## src/rtl/cdts_pkg.sv

```systemverilog
// ----------------------------------------------------------------------------
// cdts_pkg
// Types and constants shared by the complex descending tagged sort.
// ----------------------------------------------------------------------------
package cdts_pkg;

    localparam int unsigned WORD_W = 32;
    localparam int unsigned TAG_W  = 10;
    localparam int unsigned KEY_W  = 64;

    // input item
    typedef struct packed {
        logic signed [WORD_W-1:0] real_part;
        logic signed [WORD_W-1:0] imag_part;
        logic [TAG_W-1:0]         tag;
        logic                     last_in;
    } t_in_item;

    // result item
    typedef struct packed {
        logic signed [WORD_W-1:0] sorted_real;
        logic signed [WORD_W-1:0] sorted_imag;
        logic [TAG_W-1:0]         sorted_tag;
        logic                     last_out;
    } t_out_item;

    // one stored entry: squared magnitude, the value, its tag and an
    // emitted flag (cleared when the entry is loaded)
    typedef struct packed {
        logic [KEY_W-1:0]         sq_mag;
        logic signed [WORD_W-1:0] re;
        logic signed [WORD_W-1:0] im;
        logic [TAG_W-1:0]         tag;
        logic                     done;
    } t_entry;

    localparam int unsigned ENTRY_W = $bits(t_entry);

    // sequencer states
    typedef enum logic [2:0] {
        S_IDLE,
        S_SQ_RE,
        S_SQ_IM,
        S_WRITE,
        S_SCAN,
        S_EMIT
    } t_state;

    // squared magnitude unit control
    typedef struct packed {
        logic en;
        logic sel_im;
    } t_sq_ctrl;

    // scan / compare unit control
    typedef struct packed {
        logic start;
        logic cmp_en;
        logic cand_ok;
        logic any_imag;
    } t_scan_ctrl;

endpackage

```

## src/rtl/cdts_sqmag.sv

```systemverilog
// ----------------------------------------------------------------------------
// cdts_sqmag
// Squared magnitude with one shared 32x32 multiplier, real part then imaginary part.
// ----------------------------------------------------------------------------
module cdts_sqmag (
    input  logic                                 i_clk,
    input  cdts_pkg::t_sq_ctrl                   i_ctrl,
    input  logic signed [cdts_pkg::WORD_W-1:0]   i_re,
    input  logic signed [cdts_pkg::WORD_W-1:0]   i_im,
    output logic [cdts_pkg::KEY_W-1:0]           o_sq_mag
);
    import cdts_pkg::*;

    logic [WORD_W-1:0] re_u;
    logic [WORD_W-1:0] im_u;
    logic [WORD_W-1:0] abs_re;
    logic [WORD_W-1:0] abs_im;
    logic [WORD_W-1:0] op;
    logic [KEY_W-1:0]  n_prod;
    logic [KEY_W-1:0]  r_prod;
    logic [KEY_W-1:0]  r_acc;

    // magnitudes; -2^31 maps to 2^31, which fits unsigned
    always_comb begin
        re_u   = i_re;
        im_u   = i_im;
        abs_re = re_u[WORD_W-1] ? (~re_u + WORD_W'(1)) : re_u;
        abs_im = im_u[WORD_W-1] ? (~im_u + WORD_W'(1)) : im_u;
        op     = i_ctrl.sel_im ? abs_im : abs_re;
        n_prod = KEY_W'(op) * KEY_W'(op);
    end

    // the real part is squared first, then the imaginary part
    always_ff @(posedge i_clk) begin
        if (i_ctrl.en) begin
            r_prod <= n_prod;
            r_acc  <= r_prod;
        end
    end

    // sum is at most 2^63, no overflow
    assign o_sq_mag = r_acc + r_prod;

endmodule

```

## config.mk

```make
export PLATFORM = sky130hd
export DESIGN_NAME = cdts_sqmag
export DESIGN_NICKNAME = d
export VERILOG_FILES = /design/src/rtl/cdts_pkg.sv /design/src/rtl/cdts_sqmag.sv
export SDC_FILE = /design/constraint.sdc
export NUM_CORES = 2
export LEC_CHECK = 0
export ABC_AREA = 1
export ABC_CLOCK_PERIOD_IN_PS = 12900
export BUFFER_PORTS_ARGS = -buffer_cell sky130_fd_sc_hd__buf_4
export CORE_MARGIN = 1
export CORE_UTILIZATION = 25
export DETAILED_ROUTE_END_ITERATION = 10
export SYNTH_ARGS = -nofsm -noshare
export SYNTH_HDL_FRONTEND = slang
export SYNTH_SLANG_ARGS = --single-unit
```

## constraint.sdc

```tcl
create_clock -name i_clk -period 12.9 [get_ports i_clk]
set_input_delay 1.935 -clock i_clk [delete_from_list [all_inputs] [get_ports i_clk]]
set_output_delay 1.935 -clock i_clk [all_outputs]
set_load 0.005 [all_outputs]
```

==> results.json <==
{
  "rows": 147,
  "slew_viol_final": 0,
  "hold_viol_final": 0,
  "yosys.area_share.adder": 0.500,
  "syn_to_final_growth_pct": 9.86,
  "crit_path_top_delay_cell": "a21boi_0",
  "dp.cells": 7294,
  "post_dp_cell_area_um2": 44000,
  "num_io_pins": 131,
  "clkTransAtPathRegs_ns": 0.06,
  "postRouteWirelength_um": 136000,
  "ys_seq_area_frac": 0.0932,
  "hp-class": "flip-flop to flip-flop",
  "gp_congestion": 0.957,
  "fin_crit_ns": 10.65,
  "io_buffers": 130,
  "core-area_um2": 161000,
  "critPathArrivalTime_ns": 10.83,
  "syn_area_um2": 40600,
  "crit_path_end_kind": "flip-flop",
  "ys.warnings.count": 0,
  "ys_ff_latch": 126,
  "cts-root-buf": "clkbuf_16",
  "grt_max_degree": 87,
  "start_kind": "input port",
  "die_h_um": 405,
  "vias_per_cell": 4.55,
  "multi_input_area_um2": 31200,
  "synth_top_family_by_area": "adder cells",
  "synth.distinct_cells": 50,
  "path_class": "input port to flip-flop",
  "crit_path_max_fanout": 12,
  "fin_crit_sh": 0.826,
  "worst_pin_slew_ns": 1.16,
  "grt_setup_unrepaired": "false",
  "drtAntennaViolNets": 0,
  "critical-path-max-stage-delay_ns": 0.71,
  "route.detailed.drc": 0,
  "drt_iter0_drc": 2530,
  "crit_buf_inv": 5,
  "fillers": 17500,
  "layout-drive-gt1-share": 0.0616,
  "cp.required_ns": 13.08,
  "setup_viol": 0,
  "path_delay_family": "adder cells",
  "antenna_found_initial": 1,
  "grt-ovfl-total": 0,
  "cts_setup_buffers": 0,
  "synthMuxAreaShare": 0,
  "cts_resized": 0,
  "relSlewSlack": 0.224,
  "clk_latency_ns": 0.44,
  "postCtsHoldBufs": 0,
  "grt_pass1_wl_um": 211000,
  "finalSetupTns_ns": 0,
  "clock_sinks": 126,
  "synth_xor_area_frac": 0.0222,
  "cts.htree.levels": 4,
  "hold_slack_ns": 0.467,
  "grt_pass1_vias": 35700,
  "die_w_um": 405,
  "synth_cells": 5048,
  "design_area_um2": 44600,
  "tritoncts": "yes",
  "syn_avg_cell_area_um2": 8.04,
  "skew_ns": 0.0226,
  "firstDrtPassIters": 6,
  "route.vias.total": 33300,
  "cts_max_path_buffers": 2,
  "regArea_um2": 3780,
  "fin_cells": 7327,
  "synth-compound-area-share": 0.0638,
  "cap_violations": 0,
  "numCtsBuffers": 17,
  "avgRoutedWirePerCell_um": 18.5,
  "die_area_um2": 164000,
  "start_util": 0.252,
  "max_freq_ghz": 0.0939,
  "dp_hpwl_um": 115000,
  "outcome": "completed",
  "synthSimpleGateAreaFrac": 0.182,
  "layout.nets": 6364,
  "grt_use_total": 0.168
}
[cells in the mapped netlist, drive strengths merged]
cell    instances  share of area
or2            10         0.0015
edfxtp        126          0.093
a21boi          7         0.0013
fa            795           0.39
o211ai          8         0.0015
a211oi          2        0.00037
xnor2          18         0.0039
nor4           11         0.0017
buf            88          0.014
inv          1335           0.12
and3            3        0.00046
o21ai         183          0.023
clkinv          3        0.00028
nand3         172          0.022
xor2           85          0.018
ha            349           0.11
a31oi          15         0.0023
clkbuf         16         0.0015
conb            2        0.00019
a21o           15         0.0028
nand2         783          0.073
o31ai           1        0.00019
nand2b          1        0.00015
nor3           36         0.0046
o311ai          1        0.00022
o21bai         29         0.0054
nor2          686          0.070
nand3b         18         0.0033
a21oi         209          0.026
and2            4        0.00062
nand4          30         0.0046
a31o            1        0.00022
o21a            6         0.0011
[layer usage]
layer	track usage	up-vias	part of all wire
met5	0	-	0
met4	0.0432	0	0.030
met3	0.0209	205	0.070
met2	0.276	1285	0.45
met1	0.233	16500	0.45
li1	-	15300	-
[worst paths after layout]
path,endpoint,startpoint,cells after the start,slack [ns]
max,r_prod[61],i_im[16],34,2.25
min,r_acc[6],r_prod[6],0,0.47
max reg2reg,r_acc[59],r_prod[59],0,12.04
min reg2reg,r_acc[6],r_prod[6],0,0.47
[cell families (layout without fill, tap and decap cells)]
group,after synthesis,after routing
AOI/OAI and AO/OA,477,477
xor gates and xnor gates,103,103
adders and majority gates,1144,1144
buffers and inverters,1442,1538
DFF,126,126
other,2,25
and+or+nand+nor,1754,1754
[layout by cell type, fill, tap and decap left out, types with 38 or more instances in the layout]
cell type  instances
a21oi_1          209
nand3_1          168
nor2_2            38
nor2_1           628
inv_1           1304
ha_1             349
edfxtp_1         126
xor2_1            85
fa_1             795
buf_4            167
o21ai_0          167
nand2_1          770
[flip-flops by register name, summed over array words and instances, names as in the netlist]
| register | flops |
|---|---|
| r_acc | 63 |
| r_prod | 63 |
[through the flow]
step | setup slack [ns] | util
after global placement | 1.80 | 0.274
after detailed placement | 1.90 | 0.274
final | 2.25 | 0.277
after floorplan | 3.82 | -
after global routing | 1.78 | 0.277
after CTS | 2.34 | 0.277
[layout make-up]
class                           count  area share
Antenna cell                        1   0.0000561
Sequential cell                   126      0.0849
Timing Repair Buffer              168      0.0286
Clock inverter                     15     0.00286
Multi-Input combinational cell   3502       0.701
Clock buffer                       17     0.00954
Tap cell                         2160      0.0606
Inverter                         1338       0.113
Power is not shown: default switching activity piles up to over one toggle a cycle in this logic, so the estimate is an artifact.
