**config.mk**
```make
export PLATFORM = sky130hd
export DESIGN_NAME = cdts_scan
export DESIGN_NICKNAME = d
export VERILOG_FILES = /design/src/rtl/cdts_pkg.sv /design/src/rtl/cdts_scan.sv
export SDC_FILE = /design/constraint.sdc
export NUM_CORES = 1
export LEC_CHECK = 0
export ABC_CLOCK_PERIOD_IN_PS = 18830
export BUFFER_PORTS_ARGS = -buffer_cell sky130_fd_sc_hd__buf_2
export CAP_MARGIN = 20
export CORE_MARGIN = 3
export CORE_UTILIZATION = 44
export CTS_BUF_LIST = sky130_fd_sc_hd__clkbuf_8
export DETAILED_ROUTE_END_ITERATION = 12
export PLACE_DENSITY = 0.73
export REMOVE_ABC_BUFFERS = 1
export SYNTH_ARGS = -nofsm -noshare
export SYNTH_HDL_FRONTEND = slang
export SYNTH_SLANG_ARGS = --single-unit
```
**constraint.sdc**
```tcl
create_clock -name i_clk -period 18.83 [get_ports i_clk]
set_input_delay 0.9415 -clock i_clk [delete_from_list [all_inputs] [get_ports i_clk]]
set_output_delay 0.9415 -clock i_clk [all_outputs]
set_load 0.03 [all_outputs]
```
**src/rtl/cdts_pkg.sv**
```systemverilog
// ----------------------------------------------------------------------------
// cdts_pkg
// Types and constants shared by the complex descending tagged sort.
// ----------------------------------------------------------------------------
package cdts_pkg;

    localparam int unsigned WORD_W = 32;
    localparam int unsigned TAG_W  = 10;
    localparam int unsigned KEY_W  = 64;

    // input item
    typedef struct packed {
        logic signed [WORD_W-1:0] real_part;
        logic signed [WORD_W-1:0] imag_part;
        logic [TAG_W-1:0]         tag;
        logic                     last_in;
    } t_in_item;

    // result item
    typedef struct packed {
        logic signed [WORD_W-1:0] sorted_real;
        logic signed [WORD_W-1:0] sorted_imag;
        logic [TAG_W-1:0]         sorted_tag;
        logic                     last_out;
    } t_out_item;

    // one stored entry: squared magnitude, the value, its tag and an
    // emitted flag (cleared when the entry is loaded)
    typedef struct packed {
        logic [KEY_W-1:0]         sq_mag;
        logic signed [WORD_W-1:0] re;
        logic signed [WORD_W-1:0] im;
        logic [TAG_W-1:0]         tag;
        logic                     done;
    } t_entry;

    localparam int unsigned ENTRY_W = $bits(t_entry);

    // sequencer states
    typedef enum logic [2:0] {
        S_IDLE,
        S_SQ_RE,
        S_SQ_IM,
        S_WRITE,
        S_SCAN,
        S_EMIT
    } t_state;

    // squared magnitude unit control
    typedef struct packed {
        logic en;
        logic sel_im;
    } t_sq_ctrl;

    // scan / compare unit control
    typedef struct packed {
        logic start;
        logic cmp_en;
        logic cand_ok;
        logic any_imag;
    } t_scan_ctrl;

endpackage

```
**src/rtl/cdts_scan.sv**
```systemverilog
// ----------------------------------------------------------------------------
// cdts_scan
// Shared key compare unit: tracks the best remaining entry over one scan.
// ----------------------------------------------------------------------------
module cdts_scan #(
    parameter int unsigned AW = 6
) (
    input  logic                i_clk,
    input  logic                i_rst_n,
    input  cdts_pkg::t_scan_ctrl i_ctrl,
    input  cdts_pkg::t_entry    i_entry,
    input  logic [AW-1:0]       i_addr,
    output cdts_pkg::t_entry    o_best,
    output logic [AW-1:0]       o_best_addr
);
    import cdts_pkg::*;

    logic [KEY_W-1:0] key;
    logic             take;
    logic             r_have_best;
    logic [KEY_W-1:0] r_best_key;
    t_entry           r_best;
    logic [AW-1:0]    r_best_addr;

    // key: squared magnitude, or the real part with its sign bit flipped so
    // that an unsigned compare orders signed values
    always_comb begin
        key = i_ctrl.any_imag ? i_entry.sq_mag
                              : {{(KEY_W-WORD_W){1'b0}}, ~i_entry.re[WORD_W-1],
                                 i_entry.re[WORD_W-2:0]};
        // strict compare keeps the earliest of equal keys
        take = i_ctrl.cmp_en && i_ctrl.cand_ok && (!r_have_best || (key > r_best_key));
    end

    always_ff @(posedge i_clk) begin
        if (!i_rst_n) begin
            r_have_best <= 1'b0;
        end else if (i_ctrl.start) begin
            r_have_best <= 1'b0;
        end else if (take) begin
            r_have_best <= 1'b1;
        end
    end

    always_ff @(posedge i_clk) begin
        if (take) begin
            r_best_key  <= key;
            r_best      <= i_entry;
            r_best_addr <= i_addr;
        end
    end

    assign o_best      = r_best;
    assign o_best_addr = r_best_addr;

endmodule

```
==> results of run 1 <==
kinds of logic after synthesis:
group,share of synthesized area
adder cells (fa/ha/maj),0.0934
buffers and inverters,0.0328
AO/OA/AOI/OAI,0.0381
flip-flops,0.734
AND/OR/NAND/NOR,0.0597
multiplexers,0.0417
routing by layer:
metal / up-vias / part of all wire / GRT usage
met2: 208 / 0.49 / 0.276
met4: 4 / 0.018 / 0.0480
met3: 33 / 0.083 / 0.0598
li1: 2596 / - / -
met5: - / 0.0015 / 0
met1: 2430 / 0.41 / 0.198
final cells by class:
class / instances / share of cell area
sequential: 210 / 0.568
multi-input combinational: 234 / 0.182
timing repair buffer: 297 / 0.136
clock buffer: 37 / 0.0460
tap: 260 / 0.0294
inverter: 67 / 0.0227
clock inverter: 26 / 0.0162
power by group through the flow:
| stage | Combinational, mW | Sequential (mW) | Clock (mW) |
|---|---|---|---|
| floorplan | 0.0414 | 0.593 | 0 |
| global placement | 0.113 | 0.555 | 0 |
| detailed placement | 0.115 | 0.555 | 0 |
| CTS | 0.115 | 0.546 | 0.409 |
| global route | 0.125 | 0.548 | 0.428 |
| finish | 0.113 | 0.546 | 0.395 |
cells in the final DEF, fill, tap and decap left out, types with 7 or more instances in the layout:
cell / instances
nand2_1: 19
buf_2: 295
nor2_1: 8
clkbuf_8: 37
inv_1: 81
clkinv_1: 7
and2_1: 32
o21ai_0: 9
edfxtp_1: 209
mux2_1: 30
ha_1: 64
a21oi_1: 29
worst max-delay path: stages:
cell and delay, ns:
buf_2 0.07, buf_4 0.57, mux2_1 0.41, ha_1 0.33, nand4_1 0.18, nor4_2 0.37
a211oi_1 0.16, a2bb2oi_1 0.19, a31oi_4 0.23, buf_12 0.71
state kept, by name, summed over array words and instances (netlist names):
name,count
r_have_best,1
o_best_addr,6
o_best,139
r_best_key,64
worst max-delay path by stage:
stage / from / end / slack (ns) / cells after the start
5_1_grt: i_ctrl[0] / o_best_addr[3] / 14.27 / 10
4_1_cts: i_ctrl[0] / o_best_addr[5] / 14.53 / 10
3_3_place_gp: i_ctrl[0] / o_best[16] / 14.09 / 10
2_1_floorplan: i_ctrl[0] / o_best[0] / 4.70 / 8
6_report: i_ctrl[0] / r_best_key[59] / 14.48 / 10
3_5_place_dp: i_ctrl[0] / o_best[16] / 14.01 / 10
through the flow:
stage	instance area [um2]	power, mW	utilization
finish	11100	1.05	0.586
global route	11100	1.10	0.586
CTS	11100	1.07	0.586
detailed placement	10400	0.670	0.550
global placement	10400	0.668	0.550
floorplan	8540	0.634	-
==> results_dict.tcl, run 1 <==
set metrics [dict create \
    crit_fanout 209 \
    reg2regPathDepth 9 \
    synth_top_area_cell "edfxtp_1" \
    worstPathArrival_ns 4.44 \
    crit_path_end_kind "flop" \
    hold_path_end "r_have_best" \
    dp.cells 1068 \
    finalNetCount 1061 \
    synth_edf_count 209 \
    drv_slew 0 \
    finClkSkew_ns 0.0269 \
    regToRegStartpoint "r_best_key[55]" \
    r2r-end "r_best_key[59]" \
    antenna_found_initial 2 \
    synthArstFlopShare 0 \
    fin_setup_tns_ns 0 \
    cts.sinks 210 \
    detail_route.wirelength_um 17700 \
    initial_utilization 0.454 \
    clock_path_buffers 3 \
    synth.yosys.seq_area_share 0.734 \
    fp.dieW_um 146 \
    ant_nets 0 \
    gp_congestion 0.738 \
    multi_input_area_mm2 0.00201 \
    finalHoldViolations 0 \
    cts_setup_buffers 0 \
    required_ns 18.92 \
    synth_top_area_share 0.732 \
    critPathLaunchType "input port" \
    grt_max_degree 210 \
    dpl.hpwl_um 12700 \
    p_comb_frac 0.107 \
    yosys-top-cells-count "209 x edfxtp_1, 67 x inv_1, 64 x ha_1" \
    reg2reg_slack_ns 15.50 \
    port_buffers 295 \
    vias 5271 \
    track_usage 0.163 \
    diodes 0 \
    hold_ws_ns 0.605 \
    cts_resized 0 \
    hold_depth 2 \
    core_area_mm2 0.0189 \
    power.density_cell_area_mw_per_mm2 95.1 \
    worst_pin_slew_ns 1.15 \
    clkSlewWorstSetupHoldPaths_ns 0.06 \
    fin_crit_sh 0.231 \
    std_cell_rows 50 \
    seqCellArea_mm2 0.00630 \
    synth_cells 518 \
    setup_viol 0 \
    drv_cap 0 \
    power.internal_mw 0.803 \
    first_iter_violations 182 \
    fillers 1506 \
    synth-seq-cells 210 \
    cts_buffers 36 \
    stdcell_count 1131 \
    min_from "i_ctrl[3]" \
    grt_pass1_vias 5418 \
    ys.flop_type "edfxtp_1" \
    grt_pass1_wl_um 27900 \
    cts_max_level 2 \
    clkPwrFrac 0.375 \
    wl_per_cell_um 15.6 \
    root_buffer "clkbuf_8" \
    route.detailed.drc 0 \
    rsz0062_at_grt "no" \
    grt-ovfl-total 0 \
    syn-cell-area_mm2 0.00857 \
    drive_gt1_frac 0.402 \
    synth_cell_types 32 \
    synth_area_leaders "edfxtp_1 73%, ha_1 9.3%, mux2_1 3.9%" \
    worstHoldPathType "in -> reg" \
    cts_hold_buffers 0 \
    dp_slack_ns 14.01 \
    slew_headroom 0.234 \
    yosysMostFrequentCell "edfxtp_1" \
    io_pins 296 \
    status "finished clean" \
    cts_tree "done" \
    pwr-share-seq 0.518 \
    design.die.area_mm2 0.0212 \
    fin_crit_ns 4.35 \
    dr.pass1.iters 4 \
    setup_ws_ns 14.48 \
    p_sw_frac 0.238 \
    crit_type "in -> reg" \
    p_sw_mw 0.251 \
    die_h_um 146 \
    clock_latency_ns 0.50 \
    ir_drop_mv 0.0585 \
    fmax_ghz 0.230 \
    area_growth_pct 29.2 \
    synth-warning-count 0 \
    syn_area_per_cell_um2 16.6 \
    p_leak_nw 4.86 \
    vias_per_cell 4.66 \
]
Note: power is estimated with default switching activity, not from simulation.
==> inputs of run 2 (changes only) <==
ABC_CLOCK_PERIOD_IN_PS = 4000   (was 18830)
PLACE_DENSITY = 0.75   (was 0.73)
clock period = 4 ns   (was 18.83 ns; I/O delays follow)
==> run 2 against run 1 <==
Against the previous run:
- sequential power grew to 4.7 times the previous value
- clock skew shrank 0.0034 ns
- non-clock buffer count grew 150
- global-route usage grew 3.8 points
- die area is the same
- critical endpoint is now r_best_key[44]
- routed wire length grew 22%
==> results_dict.tcl, run 2 (synthesis gave the netlist of run 1 again) <==
set metrics [dict create \
    status "finished clean" \
    vias_per_cell 4.69 \
    setup_ws_ns 0.811 \
    p_leak_nw 5.47 \
    cts_buffers 36 \
    crit_type "in -> reg" \
    fillers 1349 \
    die_h_um 146 \
    detail_route.wirelength_um 21600 \
    dr.pass1.iters 4 \
    setup_viol 0 \
    dpl.hpwl_um 13600 \
    cts_max_level 2 \
    required_ns 4.13 \
    worst_pin_slew_ns 0.682 \
    hold_depth 2 \
    gp_congestion 0.788 \
    core_area_mm2 0.0189 \
    finClkSkew_ns 0.0234 \
    initial_utilization 0.454 \
    fin_crit_sh 0.797 \
    drive_gt1_frac 0.346 \
    finalHoldViolations 0 \
    cts_tree "done" \
    fmax_ghz 0.314 \
    power.density_cell_area_mw_per_mm2 392 \
    worstPathArrival_ns 3.32 \
    first_iter_violations 207 \
    fin_area_mm2 0.0125 \
    grt_pass1_vias 6460 \
    fin_setup_tns_ns 0 \
    cts.sinks 210 \
    std_cell_rows 50 \
    grt_max_degree 115 \
    crit_slowest_cell "dlygate4sd3_1" \
    reg2reg_slack_ns 1.00 \
    io_pins 296 \
    port_buffers 295 \
    grt-ovfl-total 0 \
    multi_input_area_mm2 0.00201 \
    critPathLaunchType "input port" \
    crit_path_end_kind "flop" \
    dp_slack_ns 0.443 \
    grt_pass1_wl_um 33900 \
    worstHoldPathType "in -> reg" \
    design.die.area_mm2 0.0212 \
    place_area_mm2 0.0104 \
    clkSlewWorstSetupHoldPaths_ns 0.06 \
    worstPathCellList "dlygate4sd3_1 > buf_2 > mux2_1 > ha_1 > nand4_1 > nor4_2 > a211oi_1 > a2bb2oi_1 > a31oi_4 > buf_12" \
    track_usage 0.201 \
    min_from "i_ctrl[0]" \
    rsz0062_at_grt "no" \
    regToRegStartpoint "r_best_key[55]" \
    largest_reg_flops 139 \
    crit_fanout 114 \
    clock_path_buffers 3 \
    hold_path_end "r_best_key[50]" \
    vias 6003 \
    fp.dieW_um 146 \
    fin_crit_ns 3.19 \
    final_cell_mix "295 x buf_2, 209 x edfxtp_1, 147 x dlygate4sd3_1" \
    drv_cap 0 \
    antenna_found_initial 1 \
    r2r-end "r_best_key[44]" \
    route.detailed.drc 0 \
    reg2regPathDepth 9 \
    root_buffer "clkbuf_8" \
    finalNetCount 1211 \
    mostFrequentLayoutCell "buf_2" \
    slew_headroom 0.545 \
    seqCellArea_mm2 0.00630 \
    area_growth_pct 46.2 \
    ant_nets 0 \
    cts_setup_buffers 0 \
    drv_slew 0 \
    wl_per_cell_um 16.9 \
    clock_latency_ns 0.51 \
    critPathMaxStageDelay_ns 0.56 \
    ir_drop_mv 0.250 \
]
[run 2: cell types whose count changed in the layout (fill, tap and decap cells not counted)]
cell / before / now
dlygate4sd3_1: 0 / 147
clkinvlp_4: 0 / 2
buf_12: 1 / 4
diode_2: 0 / 1
clkinv_2: 2 / 3
inv_1: 81 / 83
clkinv_1: 7 / 3
bufinv_16: 3 / 0
[run 2: how the worst max path moves through the flow]
stage	slack, ns	cells after the start	startpoint	to
final	0.81	10	i_entry[90]	r_best_key[44]
after global routing	0.71	11	i_entry[134]	r_best_key[59]
after CTS	0.85	11	i_entry[134]	r_best_key[53]
after detailed placement	0.44	10	i_ctrl[0]	o_best[38]
after global placement	0.53	10	i_ctrl[0]	o_best[38]
after floorplan	-9.38	8	i_ctrl[0]	o_best[0]
[run 2: repair_timing]
action | 4_1_cts | 5_1_grt
endpoints found under the hold margin | 147 | 0
hold buffers | 147 | 0
resized for setup | 0 | 0
[run 2: through the flow]
step | cells | hold slack [ns] | total power, mW | util
2_1_floorplan | 511 | 0.276 | 2.99 | -
3_3_place_gp | 1071 | 0.364 | 3.15 | 0.553
3_5_place_dp | 1071 | 0.365 | 3.17 | 0.553
4_1_cts | 1279 | 0.266 | 4.95 | 0.663
5_1_grt | 1280 | 0.283 | 5.12 | 0.663
6_report | 1280 | 0.293 | 4.91 | 0.663
[run 2: worst max-delay path: cells and delay by family]
kind / cells / cell delay, ns
multiplexers: 1 / 0.32
buffers and inverters: 3 / 1.13
AND/OR/NAND/NOR: 2 / 0.54
AO/OA/AOI/OAI: 3 / 0.64
adder cells (fa/ha/maj): 1 / 0.33
[run 2: power by group]
group | total, mW | leakage (nW) | internal (mW) | switching [mW]
registers | 2.57 | 1.97 | 2.55 | 0.0260
clock network | 1.67 | 0.368 | 0.854 | 0.815
logic | 0.670 | 3.13 | 0.286 | 0.384
total | 4.91 | 5.47 | 3.69 | 1.23
[run 2: metal layers]
metal,global-route usage,part of all wire
met1,0.238,0.40
met2,0.348,0.50
met3,0.0610,0.069
met4,0.0722,0.031
met5,0,0
[run 2: layout make-up]
cell class	instances	area share
flip-flops and latches	210	0.502
clock buffers	37	0.0406
repair buffers	447	0.242
diodes	1	0.000200
multi-input cells	234	0.161
clock inverters	24	0.00809
inverters	67	0.0201
well taps	260	0.0260
==> inputs of run 3 (changes only) <==
ABC_CLOCK_PERIOD_IN_PS = 2710   (was 4000)
clock period = 2.71 ns   (was 4 ns; I/O delays follow)
==> run 3 against run 2 <==
Against the previous run:
- the run now ends with setup timing left
- clock skew increased by 0.0017 ns
- critical path depth increased by 4
- design area rose by 12%
- power rose by 56%
- sequential power up 48%
- register-to-register slack got worse by 0.99 ns
- sequential share of layout area is 5.2 points lower
- non-clock buffer count rose by 80
- flip-flop and latch count unchanged
- first-iteration DRC count up 20%
- combinational power grew 94%
- critical path type unchanged
- critical endpoint is now o_best[54]
==> results_dict.tcl, run 3 (synthesis gave the netlist of run 1 again) <==
set metrics [dict create \
    required_ns 2.94 \
    fmax_ghz 0.360 \
    finalNetCount 1290 \
    largest_reg_flops 139 \
    finalHoldViolations 0 \
    p_sw_mw 1.94 \
    drv_cap 0 \
    route.detailed.drc 0 \
    std_cell_rows 50 \
    design.die.area_mm2 0.0212 \
    crit_fanout 6 \
    cts_tree "done" \
    grt_pass1_vias 6768 \
    finClkSkew_ns 0.0251 \
    crit_path_end_kind "flop" \
    p_sw_frac 0.254 \
    first_iter_violations 249 \
    crit_type "in -> reg" \
    final_cell_mix "291 x buf_2, 209 x edfxtp_1, 164 x dlygate4sd3_1" \
    slew_headroom 0.801 \
    ant_nets 0 \
    track_usage 0.211 \
    cts.sinks 210 \
    cts_buffers 35 \
    grt-ovfl-total 0 \
    clkPwrFrac 0.335 \
    io_pins 296 \
    vias 6465 \
    ir_drop_mv 0.492 \
    dpl.hpwl_um 14400 \
    fin_crit_ns 2.77 \
    gp_congestion 0.765 \
    cts_max_level 2 \
    worst_pin_slew_ns 0.297 \
    vias_per_cell 4.76 \
    worstPathArrival_ns 3.00 \
    pwr-share-seq 0.495 \
    setup_ws_ns -0.0640 \
    violations "setup timing" \
    die_h_um 146 \
    initial_utilization 0.454 \
    stdcell_count 1359 \
    grt_max_degree 31 \
    mostFrequentLayoutCell "buf_2" \
    dr.pass1.iters 4 \
    clock_path_buffers 3 \
    p_comb_frac 0.169 \
    critPathLaunchType "input port" \
    antenna_found_initial 1 \
    port_buffers 295 \
    drive_gt1_frac 0.425 \
    root_buffer "clkbuf_8" \
    clkSlewWorstSetupHoldPaths_ns 0.06 \
    p_leak_nw 5.99 \
    dp.cells 1112 \
    drv_slew 0 \
    core_area_mm2 0.0189 \
    clock_latency_ns 0.51 \
    wl_per_cell_um 18.5 \
    power.density_cell_area_mw_per_mm2 548 \
    status "finished with violations" \
    rsz0062_at_grt "yes" \
    diodes 0 \
    area_growth_pct 63.2 \
    setup_viol 97 \
    dp_slack_ns -0.353 \
    finalPower_mw 7.66 \
    grt_pass1_wl_um 35700 \
    fp.dieW_um 146 \
    power.internal_mw 5.72 \
    detail_route.wirelength_um 25100 \
    worstHoldPathType "in -> reg" \
    fin_crit_sh 1.02 \
]
## run 3: changes by cell type in the layout (fill, tap and decap cells not counted), sizes merged
cell         previous run  this run
dlygate4sd3           147       164
inv                    83        75
buf                   300       354
diode                   1         0
clkbuf                 37        45
clkinvlp                2         1
clkinv                  6        15
bufinv                  0         1
## run 3: through the flow
stage               hold slack, ns  area (um2)  utilization  TNS [ns]
floorplan                    0.212        8540            -  -2225.85
global placement             0.307       10900        0.577    -56.56
detailed placement           0.310       10900        0.577    -65.56
CTS                          0.238       13200        0.697         0
global route                 0.239       14000        0.741    -10.63
finish                       0.247       14000        0.741     -3.20
## run 3: worst max-delay path: stages
cell and delay [ns]:
dlygate4sd3_1 0.56, buf_2 0.14, mux2_1 0.37, ha_4 0.31, nand2_2 0.06, nor4_4 0.25
buf_4 0.17, a211oi_4 0.07, a2bb2oi_4 0.18, a31oi_4 0.22, buf_12 0.16, buf_6 0.11
clkbuf_16 0.14, buf_8 0.11
## run 3: layer usage
layer | track usage | wire [um] | vias to the layer above
li1 | - | - | 3051
met1 | 0.243 | 9630 | 3093
met2 | 0.385 | 13200 | 266
met3 | 0.0610 | 1600 | 53
met4 | 0.0608 | 657 | 2
met5 | 0 | 13 | -
## run 3: worst paths after layout
path | from | slack (ns) | depth (start not counted) | to
max | i_entry[49] | -0.06 | 14 | o_best[54]
min | i_ctrl[0] | 0.25 | 3 | r_best_key[34]
max reg2reg | r_best_key[14] | 0.01 | 12 | o_best[54]
min reg2reg | r_have_best | 1.20 | 3 | r_have_best
## run 3: final cells by class
class                           instances  area, um2
Inverter                               67        251
Multi-Input combinational cell        234       2420
Fill cell                            1167       4900
Clock buffer                           36        495
Clock inverter                         25        134
Timing Repair Buffer                  527       4070
Sequential cell                       210       6300
Tap cell                              260        325
## run 3: power groups by stage
| stage | combinational (mW) | clock, mW | sequential (mW) |
|---|---|---|---|
| global placement | 0.885 | 0 | 3.86 |
| detailed placement | 0.903 | 0 | 3.86 |
| CTS | 1.10 | 2.61 | 3.79 |
| global route | 1.39 | 2.79 | 3.80 |
| finish | 1.30 | 2.57 | 3.80 |
| floorplan | 0.287 | 0 | 4.12 |
## run 3: repair_timing
action,CTS,global route
setup buffers,0,13
endpoints found under the setup margin,0,201
gates resized for setup,0,74
hold buffers,164,0
hold endpoints to repair,204,0
